--- config.mk ---
export PLATFORM = sky130hd
export DESIGN_NAME = rounded_rect_vertex_generator_core
export DESIGN_NICKNAME = d
export VERILOG_FILES = /design/src/rtl/core/rrv_pkg.sv /design/src/rtl/core/rrv_ctrl.sv /design/src/rtl/core/rrv_datapath.sv /design/src/rtl/core/rounded_rect_vertex_generator_core.sv
export SDC_FILE = /design/constraint.sdc
export NUM_CORES = 2
export LEC_CHECK = 0
export BUFFER_PORTS_ARGS = -buffer_cell sky130_fd_sc_hd__buf_2
export CAP_MARGIN = 20
export CORE_ASPECT_RATIO = 0.75
export CORE_MARGIN = 2
export CORE_UTILIZATION = 55
export CTS_CLUSTER_DIAMETER = 200
export CTS_CLUSTER_SIZE = 25
export DETAILED_ROUTE_END_ITERATION = 7
export HOLD_SLACK_MARGIN = 0.06
export PLACE_DENSITY = 0.72
export SETUP_SLACK_MARGIN = 0.2
export SLEW_MARGIN = 30
export SYNTH_ARGS = -nofsm -noshare
export SYNTH_HDL_FRONTEND = slang
export SYNTH_SLANG_ARGS = --single-unit
export TNS_END_PERCENT = 20
--- constraint.sdc ---
create_clock -name aclk -period 18.02 [get_ports aclk]
set_input_delay 3.604 -clock aclk [delete_from_list [all_inputs] [get_ports aclk]]
set_output_delay 3.604 -clock aclk [all_outputs]
set_load 0.02 [all_outputs]
--- src/rtl/core/rrv_pkg.sv ---
`timescale 1ns / 1ps

package rrv_pkg;

    localparam int RADIUS_W       = 14;
    localparam int RAD_W          = 2 * RADIUS_W;
    localparam int SQRT_STEPS     = RADIUS_W;
    localparam int COORD_W        = 19;
    localparam int INDEX_W        = 6;
    localparam int PPC_W          = 5;
    localparam int MAX_POINTS_DEF = 16;
    localparam logic [PPC_W-1:0] PPC_RESET = 5'd8;

    typedef logic signed [COORD_W-1:0] coord_t;

    typedef enum logic [1:0] {
        CORNER_TR = 2'd0,
        CORNER_BR = 2'd1,
        CORNER_BL = 2'd2,
        CORNER_TL = 2'd3
    } corner_t;

    typedef enum logic [2:0] {
        ST_IDLE,
        ST_SETUP,
        ST_DIV,
        ST_MUL,
        ST_SQRT,
        ST_PUT
    } state_t;

    typedef struct packed {
        logic signed [15:0]  pos_x;
        logic signed [15:0]  pos_y;
        logic [14:0]         rect_width;
        logic [14:0]         rect_height;
        logic [RADIUS_W-1:0] corner_radius;
        logic [3:0]          corner_mask;
    } in_item_t;

    typedef struct packed {
        logic signed [15:0] vertex_x;
        logic signed [15:0] vertex_y;
        logic [INDEX_W-1:0] vertex_index;
        logic               last_vertex;
    } out_item_t;

    typedef struct packed {
        logic load;
        logic div_init;
        logic div_step;
        logic sqrt_init;
        logic sqrt_step;
        logic put;
        logic adv_k;
        logic adv_corner;
    } cmd_t;

    typedef struct packed {
        logic round;
        logic arc_end;
        logic last_corner;
        logic out_free;
    } status_t;

    function automatic logic signed [15:0] sat_coord(input coord_t v);
        logic signed [15:0] res;
        if (v > coord_t'(32767)) begin
            res = 16'sh7FFF;
        end else if (v < -coord_t'(32768)) begin
            res = -16'sh8000;
        end else begin
            res = v[15:0];
        end
        return res;
    endfunction

endpackage

--- src/rtl/core/rrv_ctrl.sv ---
`timescale 1ns / 1ps

module rrv_ctrl #(
    parameter int MAX_POINTS = rrv_pkg::MAX_POINTS_DEF
) (
    input  logic             aclk,
    input  logic             aresetn,
    input  logic             s_valid,
    output logic             s_ready,
    input  rrv_pkg::status_t status,
    output rrv_pkg::cmd_t    cmd
);

    localparam int KW        = $clog2(MAX_POINTS + 1);
    localparam int DIV_STEPS = rrv_pkg::RADIUS_W + KW;
    localparam int STEP_W    = $clog2(DIV_STEPS);

    rrv_pkg::state_t    state_reg, state_next;
    logic [STEP_W-1:0]  step_reg, step_next;

    always_ff @(posedge aclk) begin
        if (!aresetn) begin
            state_reg <= rrv_pkg::ST_IDLE;
            step_reg  <= '0;
        end else begin
            state_reg <= state_next;
            step_reg  <= step_next;
        end
    end

    always_comb begin
        state_next = state_reg;
        step_next  = step_reg;
        cmd        = '0;
        s_ready    = 1'b0;
        unique case (state_reg)
            rrv_pkg::ST_IDLE: begin
                s_ready = 1'b1;
                if (s_valid) begin
                    cmd.load   = 1'b1;
                    state_next = rrv_pkg::ST_SETUP;
                end
            end
            rrv_pkg::ST_SETUP: begin
                step_next = '0;
                if (status.round) begin
                    cmd.div_init = 1'b1;
                    state_next   = rrv_pkg::ST_DIV;
                end else begin
                    state_next = rrv_pkg::ST_PUT;
                end
            end
            rrv_pkg::ST_DIV: begin
                cmd.div_step = 1'b1;
                step_next    = step_reg + 1'b1;
                if (step_reg == STEP_W'(DIV_STEPS - 1)) begin
                    state_next = rrv_pkg::ST_MUL;
                end
            end
            rrv_pkg::ST_MUL: begin
                cmd.sqrt_init = 1'b1;
                step_next     = '0;
                state_next    = rrv_pkg::ST_SQRT;
            end
            rrv_pkg::ST_SQRT: begin
                cmd.sqrt_step = 1'b1;
                step_next     = step_reg + 1'b1;
                if (step_reg == STEP_W'(rrv_pkg::SQRT_STEPS - 1)) begin
                    state_next = rrv_pkg::ST_PUT;
                end
            end
            rrv_pkg::ST_PUT: begin
                // hold until the output register can take the vertex
                if (status.out_free) begin
                    cmd.put = 1'b1;
                    if (status.round && !status.arc_end) begin
                        cmd.adv_k  = 1'b1;
                        state_next = rrv_pkg::ST_SETUP;
                    end else if (!status.last_corner) begin
                        cmd.adv_corner = 1'b1;
                        state_next     = rrv_pkg::ST_SETUP;
                    end else begin
                        state_next = rrv_pkg::ST_IDLE;
                    end
                end
            end
            default: begin
                state_next = rrv_pkg::ST_IDLE;
            end
        endcase
    end

endmodule

--- src/rtl/core/rrv_datapath.sv ---
`timescale 1ns / 1ps

module rrv_datapath #(
    parameter int MAX_POINTS = rrv_pkg::MAX_POINTS_DEF
) (
    input  logic                      aclk,
    input  logic                      aresetn,
    input  logic                      cfg_we,
    input  logic [rrv_pkg::PPC_W-1:0] cfg_wdata,
    input  rrv_pkg::in_item_t         s_data,
    input  rrv_pkg::cmd_t             cmd,
    output rrv_pkg::status_t          status,
    output logic                      m_valid,
    input  logic                      m_ready,
    output rrv_pkg::out_item_t        m_data
);

    localparam int KW    = $clog2(MAX_POINTS + 1);
    localparam int NUM_W = rrv_pkg::RADIUS_W + KW;
    localparam int RW    = rrv_pkg::RADIUS_W;
    localparam int QW    = rrv_pkg::RAD_W;
    localparam int IW    = rrv_pkg::INDEX_W;

    // configuration
    logic [rrv_pkg::PPC_W-1:0] ppc_reg;
    logic [KW-1:0]             p_eff;

    // command
    rrv_pkg::coord_t px_reg, py_reg, pw_reg, ph_reg;
    rrv_pkg::coord_t pwr_reg, prr_reg, pyr_reg, phr_reg;
    logic [RW-1:0]   r_reg;
    logic [QW-1:0]   rsq_reg;
    logic [3:0]      mask_reg;
    logic [KW-1:0]   p_reg;
    logic [KW-1:0]   k_reg;
    rrv_pkg::corner_t corner_reg;
    logic [IW-1:0]   index_reg;

    // divider and square root
    logic [NUM_W-1:0] num_reg;
    logic [KW-1:0]    rem_reg;
    logic [KW:0]      div_trial;
    logic             div_ge;
    logic [RW-1:0]    a_val;
    logic [QW-1:0]    rad_reg;
    logic [QW-1:0]    res_reg;
    logic [QW-1:0]    bit_reg;
    logic [QW-1:0]    sq_trial;
    logic             sq_ge;

    // vertex
    rrv_pkg::coord_t px_in, py_in, w_in, h_in, r_in;
    rrv_pkg::coord_t a_c, b_c, x_c, y_c;
    logic            round_now;
    logic            m_valid_reg;
    rrv_pkg::out_item_t m_data_reg;

    always_ff @(posedge aclk) begin
        if (!aresetn) begin
            ppc_reg <= rrv_pkg::PPC_RESET;
        end else if (cfg_we) begin
            ppc_reg <= cfg_wdata;
        end
    end

    always_comb begin
        if (ppc_reg == '0) begin
            p_eff = KW'(1);
        end else if (ppc_reg > rrv_pkg::PPC_W'(MAX_POINTS)) begin
            p_eff = KW'(MAX_POINTS);
        end else begin
            p_eff = KW'(ppc_reg);
        end
    end

    assign px_in = rrv_pkg::coord_t'(s_data.pos_x);
    assign py_in = rrv_pkg::coord_t'(s_data.pos_y);
    assign w_in  = rrv_pkg::coord_t'(s_data.rect_width);
    assign h_in  = rrv_pkg::coord_t'(s_data.rect_height);
    assign r_in  = rrv_pkg::coord_t'(s_data.corner_radius);

    always_ff @(posedge aclk) begin
        if (cmd.load) begin
            px_reg     <= px_in;
            py_reg     <= py_in;
            pw_reg     <= px_in + w_in;
            ph_reg     <= py_in + h_in;
            pwr_reg    <= px_in + w_in - r_in;
            prr_reg    <= px_in + r_in;
            pyr_reg    <= py_in + r_in;
            phr_reg    <= py_in + h_in - r_in;
            r_reg      <= s_data.corner_radius;
            rsq_reg    <= QW'(s_data.corner_radius) * QW'(s_data.corner_radius);
            mask_reg   <= s_data.corner_mask;
            p_reg      <= p_eff;
            k_reg      <= KW'(1);
            corner_reg <= rrv_pkg::CORNER_TR;
            index_reg  <= '0;
        end else begin
            if (cmd.adv_k) begin
                k_reg <= k_reg + 1'b1;
            end
            if (cmd.adv_corner) begin
                k_reg      <= KW'(1);
                corner_reg <= rrv_pkg::corner_t'(corner_reg + 2'd1);
            end
            if (cmd.put) begin
                index_reg <= index_reg + 1'b1;
            end
        end
    end

    // restoring division of r*k by p, one quotient bit per cycle;
    // the quotient shifts into num_reg as the numerator shifts out
    assign div_trial = {rem_reg, num_reg[NUM_W-1]};
    assign div_ge    = div_trial >= {1'b0, p_reg};
    assign a_val     = num_reg[RW-1:0];

    always_ff @(posedge aclk) begin
        if (cmd.div_init) begin
            num_reg <= NUM_W'(r_reg) * NUM_W'(k_reg);
            rem_reg <= '0;
        end else if (cmd.div_step) begin
            num_reg <= {num_reg[NUM_W-2:0], div_ge};
            rem_reg <= div_ge ? KW'(div_trial - {1'b0, p_reg}) : div_trial[KW-1:0];
        end
    end

    // integer square root of r*r - a*a, one result bit per cycle
    assign sq_trial = res_reg + bit_reg;
    assign sq_ge    = rad_reg >= sq_trial;

    always_ff @(posedge aclk) begin
        if (cmd.sqrt_init) begin
            rad_reg <= rsq_reg - QW'(a_val) * QW'(a_val);
            res_reg <= '0;
            bit_reg <= QW'(1) << (QW - 2);
        end else if (cmd.sqrt_step) begin
            if (sq_ge) begin
                rad_reg <= rad_reg - sq_trial;
                res_reg <= (res_reg >> 1) + bit_reg;
            end else begin
                res_reg <= res_reg >> 1;
            end
            bit_reg <= bit_reg >> 2;
        end
    end

    // mask bits run top-left first, corners run top-right first
    assign round_now = mask_reg[2'(corner_reg + 2'd1)];
    assign a_c       = rrv_pkg::coord_t'(a_val);
    assign b_c       = rrv_pkg::coord_t'(res_reg[RW-1:0]);

    always_comb begin
        unique case (corner_reg)
            rrv_pkg::CORNER_TR: begin
                x_c = round_now ? pwr_reg + a_c : pw_reg;
                y_c = round_now ? pyr_reg - b_c : py_reg;
            end
            rrv_pkg::CORNER_BR: begin
                x_c = round_now ? pwr_reg + b_c : pw_reg;
                y_c = round_now ? phr_reg + a_c : ph_reg;
            end
            rrv_pkg::CORNER_BL: begin
                x_c = round_now ? prr_reg - a_c : px_reg;
                y_c = round_now ? phr_reg + b_c : ph_reg;
            end
            rrv_pkg::CORNER_TL: begin
                x_c = round_now ? prr_reg - b_c : px_reg;
                y_c = round_now ? pyr_reg - a_c : py_reg;
            end
            default: begin
                x_c = px_reg;
                y_c = py_reg;
            end
        endcase
    end

    assign status.round       = round_now;
    assign status.arc_end     = k_reg == p_reg;
    assign status.last_corner = corner_reg == rrv_pkg::CORNER_TL;
    assign status.out_free    = !m_valid_reg || m_ready;

    always_ff @(posedge aclk) begin
        if (!aresetn) begin
            m_valid_reg <= 1'b0;
        end else if (cmd.put) begin
            m_valid_reg <= 1'b1;
        end else if (m_ready) begin
            m_valid_reg <= 1'b0;
        end
    end

    always_ff @(posedge aclk) begin
        if (cmd.put) begin
            m_data_reg.vertex_x     <= rrv_pkg::sat_coord(x_c);
            m_data_reg.vertex_y     <= rrv_pkg::sat_coord(y_c);
            m_data_reg.vertex_index <= index_reg;
            m_data_reg.last_vertex  <= (corner_reg == rrv_pkg::CORNER_TL)
                                       && (!round_now || (k_reg == p_reg));
        end
    end

    assign m_valid = m_valid_reg;
    assign m_data  = m_data_reg;

endmodule

--- src/rtl/core/rounded_rect_vertex_generator_core.sv ---
// Each request is taken in the idle state; every vertex then passes the setup state. A square
// corner vertex goes straight to the put state, a rounded one through the serial divider, the
// multiply state and the serial square root first; put registers it once the output is free.
// No new request is taken until the last vertex of the current one has been put.
// Reset (aresetn, synchronous, active low) clears the controller, the output valid
// and sets points_per_corner to 8.
`timescale 1ns / 1ps

module rounded_rect_vertex_generator_core #(
    parameter int MAX_POINTS = rrv_pkg::MAX_POINTS_DEF
) (
    input  logic                      aclk,
    input  logic                      aresetn,
    input  logic                      cfg_we,
    input  logic [rrv_pkg::PPC_W-1:0] cfg_wdata,
    input  logic                      s_valid,
    output logic                      s_ready,
    input  rrv_pkg::in_item_t         s_data,
    output logic                      m_valid,
    input  logic                      m_ready,
    output rrv_pkg::out_item_t        m_data
);

    rrv_pkg::cmd_t    cmd;
    rrv_pkg::status_t status;

    rrv_ctrl #(
        .MAX_POINTS(MAX_POINTS)
    ) u_ctrl (
        .aclk    (aclk),
        .aresetn (aresetn),
        .s_valid (s_valid),
        .s_ready (s_ready),
        .status  (status),
        .cmd     (cmd)
    );

    rrv_datapath #(
        .MAX_POINTS(MAX_POINTS)
    ) u_datapath (
        .aclk      (aclk),
        .aresetn   (aresetn),
        .cfg_we    (cfg_we),
        .cfg_wdata (cfg_wdata),
        .s_data    (s_data),
        .cmd       (cmd),
        .status    (status),
        .m_valid   (m_valid),
        .m_ready   (m_ready),
        .m_data    (m_data)
    );

endmodule

Yosys cells after proc, flatten, opt, wreduce, memory -nomap -nowiden:

Cells that the tools add are included.

* register bits after elaboration: 357
* latch bits: 0
* bits in writable memories: 0
* ROM bits: 0
* input bits: 90
* word-level logic and storage cells: 145
* memories: 0

* add/subtract/negate cells: 23
* $mul: 3
* div/mod/pow operators: 0
* $lt $le $gt $ge: 8
* equal/unequal tests: 15
* shift-type cells: 0
* mux-type cells: 46
* bitwise logic cells: 0
* reductions and logical operators: 21

Operator list (count)
* 19-bit 2-to-1 mux: 10
* 19-bit case mux with 4 select lines: 2
* 19-bit by 15-bit subtractor with 19-bit output: 6
* 28-bit 2-to-1 mux: 4
* 19-bit by 15-bit adder with 19-bit output: 4
* 14-bit by 14-bit multiplier with 28-bit output: 2
* 28-bit subtractor: 2
* 19-bit by 16-bit > comparator with 1-bit output, second input constant: 2
* 19-bit by 16-bit < comparator with 1-bit output, second input constant: 2
* 16-bit by 15-bit adder with 17-bit output: 2
* 16-bit by 16-bit adder with 17-bit output: 2
* 16-bit 2-to-1 mux: 2
* 27-bit by 27-bit adder with 28-bit output: 1
* 28-bit by 27-bit adder with 28-bit output: 1
* 28-bit >= comparator: 1
* 3-bit 2-to-1 mux: 8
* 14-bit by 5-bit multiplier with 19-bit output: 1
* 3-bit case mux with 6 select lines: 1
* 1-bit 2-to-1 mux: 15
* 5-bit by 1-bit adder with 5-bit output, second input constant: 2
* 5-bit 2-to-1 mux: 2
* 5-bit case mux with 2 select lines: 1
* 2-bit nonzero test: 5
* 2-bit OR reduction: 4
* 25 further kinds: 34

Longest topological paths before layout:

* depth in word-level cells: 8
* depth in mapped cells: 25
* depth with buffers taken out: 24

Cells and area by module:

Synthesis repeated with hierarchy kept, for this count alone.

* cells, all modules: 4456
* area total of the unflattened synthesis: 40249.9 um2

Modules (own cells, without submodules)
* rrv_datapath: times used 1, cells an instance 4375, area each 39591.7 um2, sequential area each 9459.1 um2
* rrv_ctrl: times used 1, cells an instance 81, area each 658.1 um2, sequential area each 160.2 um2

Worst setup path before layout:

OpenSTA, ideal clock, no wires.

* path type: input to register
* start point: in s_data[7] in the netlist's numbering
* end point: reg u_datapath.rsq_reg[21] (data pin)
* arrival time: 9531 ps
* data required time: 17762 ps
* slack: 8231 ps
* stages: 21
* buffers on the path: 1
* cells stage by stage: clkbuf_1 -> clkinv_1 -> nor2_1 -> fa_1 -> fa_1 -> fa_1 -> inv_1 -> fa_1 -> inv_1 -> fa_1 -> fa_1 -> ha_1 -> a21o_1 -> a21o_1 -> or3_1 -> o221a_2 -> a221o_1 -> a31o_2 -> a21o_1 -> a21oi_1 -> xnor2_1

* word-level cells in the longest chain between the ends: 1

Ends and longest elaborated chain
* from (decl): RTL line rounded_rect_vertex_generator_core.sv:18 `input rrv_pkg::in_item_t s_data,`
* 14-bit by 14-bit multiplier with 28-bit output: RTL line rrv_datapath.sv:93 `rsq_reg <= QW'(s_data.corner_radius) * QW'(s_data.corner_radius);`
* to (signal assigned): RTL line rrv_datapath.sv:93
* to (decl): RTL line rrv_datapath.sv:32 `logic [QW-1:0] rsq_reg;`

No other way between the ends.
A chain may end at the register's enable or synchronous reset.

Final worst setup path:

Ends and elaborated chain as after synthesis.

==> impl_metrics.prom <==
# TYPE chip_impl_metric gauge
chip_impl_info{name="outcome",value="finished clean"} 1
chip_impl_info{name="kind_of_critical_path",value="in2reg"} 1
chip_impl_metric{name="antenna_violations_before_repair",unit=""} 1
chip_impl_metric{name="clk_latency",unit="ns"} 0.57
chip_impl_metric{name="grt_first_pass_wirelength",unit="µm"} 188000
chip_impl_metric{name="y_dimension_of_the_die",unit="µm"} 239
chip_impl_metric{name="cts-hold-fix-buffers",unit=""} 0
chip_impl_metric{name="cts-buffers-inserted",unit=""} 17
chip_impl_metric{name="syn_area_per_cell",unit="µm²"} 9.03
chip_impl_metric{name="layout-drive-gt1-share",unit="%"} 5.79
chip_impl_metric{name="clock_pin_slew_on_the_worst_setup_and_hold_paths",unit="ns"} 0.10
chip_impl_metric{name="worstRegToRegCells",unit=""} 22
chip_impl_metric{name="rows",unit=""} 86
chip_impl_metric{name="worst-endpoint-required",unit="ns"} 18.33
chip_impl_metric{name="post-route-period-util",unit="%"} 53.9
chip_impl_info{name="rsz0062_at_grt",value="no"} 1
chip_impl_metric{name="setup_viol",unit=""} 0
chip_impl_metric{name="synth_top_area_share",unit="%"} 20.2
chip_impl_metric{name="globalRoute.totalOverflow",unit=""} 0
chip_impl_metric{name="post-cts-setup-buffer-count",unit=""} 0
chip_impl_info{name="clock_tree.root_cell",value="sky130_fd_sc_hd__clkbuf_16"} 1
chip_impl_info{name="tritoncts",value="built"} 1
chip_impl_metric{name="area_used_by_multi_input_combinational_logic",unit="µm²"} 28100
chip_impl_metric{name="design.core.area",unit="µm²"} 73300
chip_impl_info{name="hold_path.class",value="reg2reg"} 1
chip_impl_metric{name="grtUsageTotal",unit="%"} 32.5
chip_impl_metric{name="netlist-cell-type-count",unit=""} 98
chip_impl_metric{name="post_synth_xor_area_fraction",unit="%"} 7.28
chip_impl_metric{name="post_synth_and_or_nand_nor_area_fraction",unit="%"} 12.9
chip_impl_info{name="crit-reg2reg-launch",value="u_datapath.num_reg[10]"} 1
chip_impl_metric{name="sequential_cell_area",unit="µm²"} 9680
chip_impl_metric{name="globalplace.congestion",unit=""} 1.01
chip_impl_metric{name="seq_total_area_yosys",unit="%"} 23.9
chip_impl_metric{name="initial_utilization",unit="%"} 55.3
chip_impl_metric{name="drt_pass1_iterations",unit=""} 6
chip_impl_info{name="ranking_of_synthesized_cells_by_area",value="sky130_fd_sc_hd__edfxtp_1 (20%), sky130_fd_sc_hd__fa_1 (15%), sky130_fd_sc_hd__ha_1 (15%), sky130_fd_sc_hd__inv_1 (5.5%), sky130_fd_sc_hd__xnor2_1 (4.3%)"} 1
chip_impl_metric{name="routed_wl",unit="µm"} 125000
chip_impl_metric{name="timing.setup.tns",unit="ns"} 0
chip_impl_metric{name="finalNetCount",unit=""} 5439
chip_impl_metric{name="ios",unit=""} 131
chip_impl_metric{name="synth_fa_ha_area_share",unit="%"} 30.3
chip_impl_info{name="worst_setup_path_endpoint",value="u_datapath.rsq_reg[21]"} 1
chip_impl_metric{name="clock_skews",unit="ns"} 0.0300
chip_impl_metric{name="setup_slack_on_the_worst_flop_to_flop_path",unit="ns"} 9.65
chip_impl_metric{name="hold_viol",unit=""} 0
chip_impl_metric{name="n_fill_cell",unit=""} 6437
chip_impl_info{name="yosys.area.top_type",value="sky130_fd_sc_hd__edfxtp_1"} 1
chip_impl_metric{name="ant_nets",unit=""} 0
chip_impl_metric{name="post-route-cell-area",unit="µm²"} 42700
chip_impl_metric{name="ctsHtreeMaxLevel",unit=""} 1
chip_impl_metric{name="timing.slew.headroom",unit="%"} 34.7
chip_impl_metric{name="vias",unit=""} 33700
chip_impl_metric{name="first_global_vias",unit=""} 31500
chip_impl_metric{name="largest_reg_flops",unit=""} 39
chip_impl_metric{name="cts.sinks",unit=""} 347
chip_impl_metric{name="port-buffer-count",unit=""} 130
chip_impl_metric{name="timing.final.crit_period",unit="ns"} 9.71
chip_impl_metric{name="cts-root-to-sink-buffers",unit=""} 3
chip_impl_metric{name="placedInstanceArea",unit="µm²"} 42200
chip_impl_metric{name="postSynthNetCount",unit=""} 5378
chip_impl_metric{name="post_drt_wl_per_cell",unit="µm"} 22.7
chip_impl_metric{name="dieArea",unit="µm²"} 76000
chip_impl_metric{name="die-width",unit="µm"} 318
chip_impl_metric{name="worstPathArrival",unit="ns"} 10.01
chip_impl_metric{name="maxClockFrequency",unit="GHz"} 0.103
chip_impl_metric{name="cts_resized",unit=""} 0
chip_impl_metric{name="netlist_area",unit="µm²"} 40600
chip_impl_info{name="reg2reg_to",value="u_datapath.rad_reg[26]"} 1
chip_impl_metric{name="ys_seq_elements",unit=""} 347
chip_impl_metric{name="post_drt_via_cell_ratio",unit=""} 6.09
chip_impl_metric{name="max_cap_violation_count",unit=""} 0
chip_impl_info{name="setup.worst_path.start_class",value="input pin"} 1
chip_impl_metric{name="fraction_of_synthesized_area_in_multiplexers",unit="%"} 0.959
chip_impl_metric{name="async_reset_ff_share",unit="%"} 0
chip_impl_info{name="most_common_cell_after_layout_fill_and_taps_aside",value="sky130_fd_sc_hd__inv_1"} 1
chip_impl_metric{name="synth-edff-count",unit=""} 273
chip_impl_info{name="synth_top_family_by_area",value="adder cells"} 1
chip_impl_metric{name="first_iter_violations",unit=""} 4241
chip_impl_metric{name="drc_errors",unit=""} 0
chip_impl_info{name="synth_top_flop_cell",value="sky130_fd_sc_hd__edfxtp_1"} 1
chip_impl_info{name="layout.cells.most_common_list",value="sky130_fd_sc_hd__inv_1 (596), sky130_fd_sc_hd__ha_1 (483), sky130_fd_sc_hd__nand2_1 (436)"} 1
chip_impl_info{name="setup.worst_path.start",value="s_data[7]"} 1
chip_impl_metric{name="n_antenna_cell",unit=""} 0
chip_impl_metric{name="hpwlAfterDp",unit="µm"} 101000
chip_impl_metric{name="worst_pin_slew",unit="ns"} 0.969
chip_impl_metric{name="worstPathMaxFanout",unit=""} 12
chip_impl_metric{name="grt_max_degree",unit=""} 69
chip_impl_info{name="worstSetupEndpointType",value="register"} 1
chip_impl_metric{name="synth-compound-area-share",unit="%"} 17.9
chip_impl_metric{name="synthToLayoutAreaGrowth",unit="%"} 5.33
chip_impl_metric{name="synthCells",unit=""} 4493
chip_impl_metric{name="synth-warning-count",unit=""} 0
chip_impl_metric{name="slew_viol_final",unit=""} 0
==> metrics by stage <==
step	setup slack, ns	utilization, %	hold slack (ns)	cells
after floorplan	8.23	-	0.428	4493
after global placement	7.84	57.6	0.457	5501
after detailed placement	7.79	57.6	0.443	5502
after CTS	8.37	58.3	0.480	5530
after global routing	8.06	58.3	0.490	5531
final	8.31	58.3	0.489	5531
==> synth_stat cells (79+ instances only) <==
library cell                 n
sky130_fd_sc_hd__inv_1     596
sky130_fd_sc_hd__ha_1      484
sky130_fd_sc_hd__nand2_1   437
sky130_fd_sc_hd__fa_1      311
sky130_fd_sc_hd__a21oi_1   289
sky130_fd_sc_hd__edfxtp_1  273
sky130_fd_sc_hd__nor2_1    270
sky130_fd_sc_hd__o21ai_0   256
sky130_fd_sc_hd__xnor2_1   201
sky130_fd_sc_hd__xor2_1    136
sky130_fd_sc_hd__a21o_1    109
sky130_fd_sc_hd__clkbuf_1  107
sky130_fd_sc_hd__nand3_1    79
==> worst max-delay path, stage by stage <==
cell	delay, ns
sky130_fd_sc_hd__buf_2	0.28
sky130_fd_sc_hd__clkinv_1	0.37
sky130_fd_sc_hd__nor2_1	0.35
sky130_fd_sc_hd__fa_1	0.49
sky130_fd_sc_hd__fa_1	0.44
sky130_fd_sc_hd__fa_1	0.54
sky130_fd_sc_hd__inv_1	0.05
sky130_fd_sc_hd__fa_1	0.53
sky130_fd_sc_hd__inv_1	0.05
sky130_fd_sc_hd__fa_1	0.46
sky130_fd_sc_hd__fa_1	0.40
sky130_fd_sc_hd__ha_1	0.37
sky130_fd_sc_hd__a21o_1	0.18
sky130_fd_sc_hd__a21o_1	0.21
sky130_fd_sc_hd__or3_1	0.31
sky130_fd_sc_hd__o221a_2	0.27
sky130_fd_sc_hd__a221o_1	0.40
sky130_fd_sc_hd__a31o_2	0.28
sky130_fd_sc_hd__a21o_1	0.17
sky130_fd_sc_hd__a21oi_1	0.16
sky130_fd_sc_hd__xnor2_1	0.09
==> worst min path at each step <==
stage                                        from                    end  slack [ns]  cells after the start
after detailed placement  u_datapath.index_reg[5]   u_datapath.m_data[6]        0.44                      0
after global placement    u_datapath.index_reg[5]   u_datapath.m_data[6]        0.46                      0
after CTS                 u_datapath.index_reg[5]   u_datapath.m_data[6]        0.48                      0
final                       u_datapath.rem_reg[4]  u_datapath.rem_reg[4]        0.49                      2
after global routing      u_datapath.index_reg[5]   u_datapath.m_data[6]        0.49                      0
after floorplan           u_datapath.index_reg[5]   u_datapath.m_data[6]        0.43                      0
==> kinds of logic (layout without fill, tap and decap cells) <==
| group | after synthesis | count (layout) |
|---|---|---|
| AND/OR/NAND/NOR | 1131 | 1131 |
| AO/OA/AOI/OAI | 1117 | 1117 |
| adder cells (fa/ha/maj) | 795 | 795 |
| buffers and inverters | 728 | 798 |
| flip-flops | 347 | 347 |
| XOR/XNOR | 337 | 337 |
| multiplexers | 37 | 37 |
| other | 1 | 1 |
==> final cells by class <==
type | count | share of cell area (%)
Tap cell | 968 | 2.84
Multi-Input combinational cell | 3418 | 65.9
Timing Repair Buffer | 167 | 2.23
Clock buffer | 27 | 1.08
Inverter | 603 | 5.30
Sequential cell | 347 | 22.7
Clock inverter | 1 | 0.0117
==> metal layers <==
metal | GRT usage, % | part of all wire (%) | up-vias
li1 | - | - | 15600
met1 | 47.5 | 44 | 16200
met2 | 44.6 | 38 | 1671
met3 | 13.9 | 16 | 136
met4 | 6.23 | 2.1 | 0
met5 | 0 | 0 | -
Power is not shown: default switching activity piles up to over one toggle a cycle in this logic, so the estimate is an artifact.
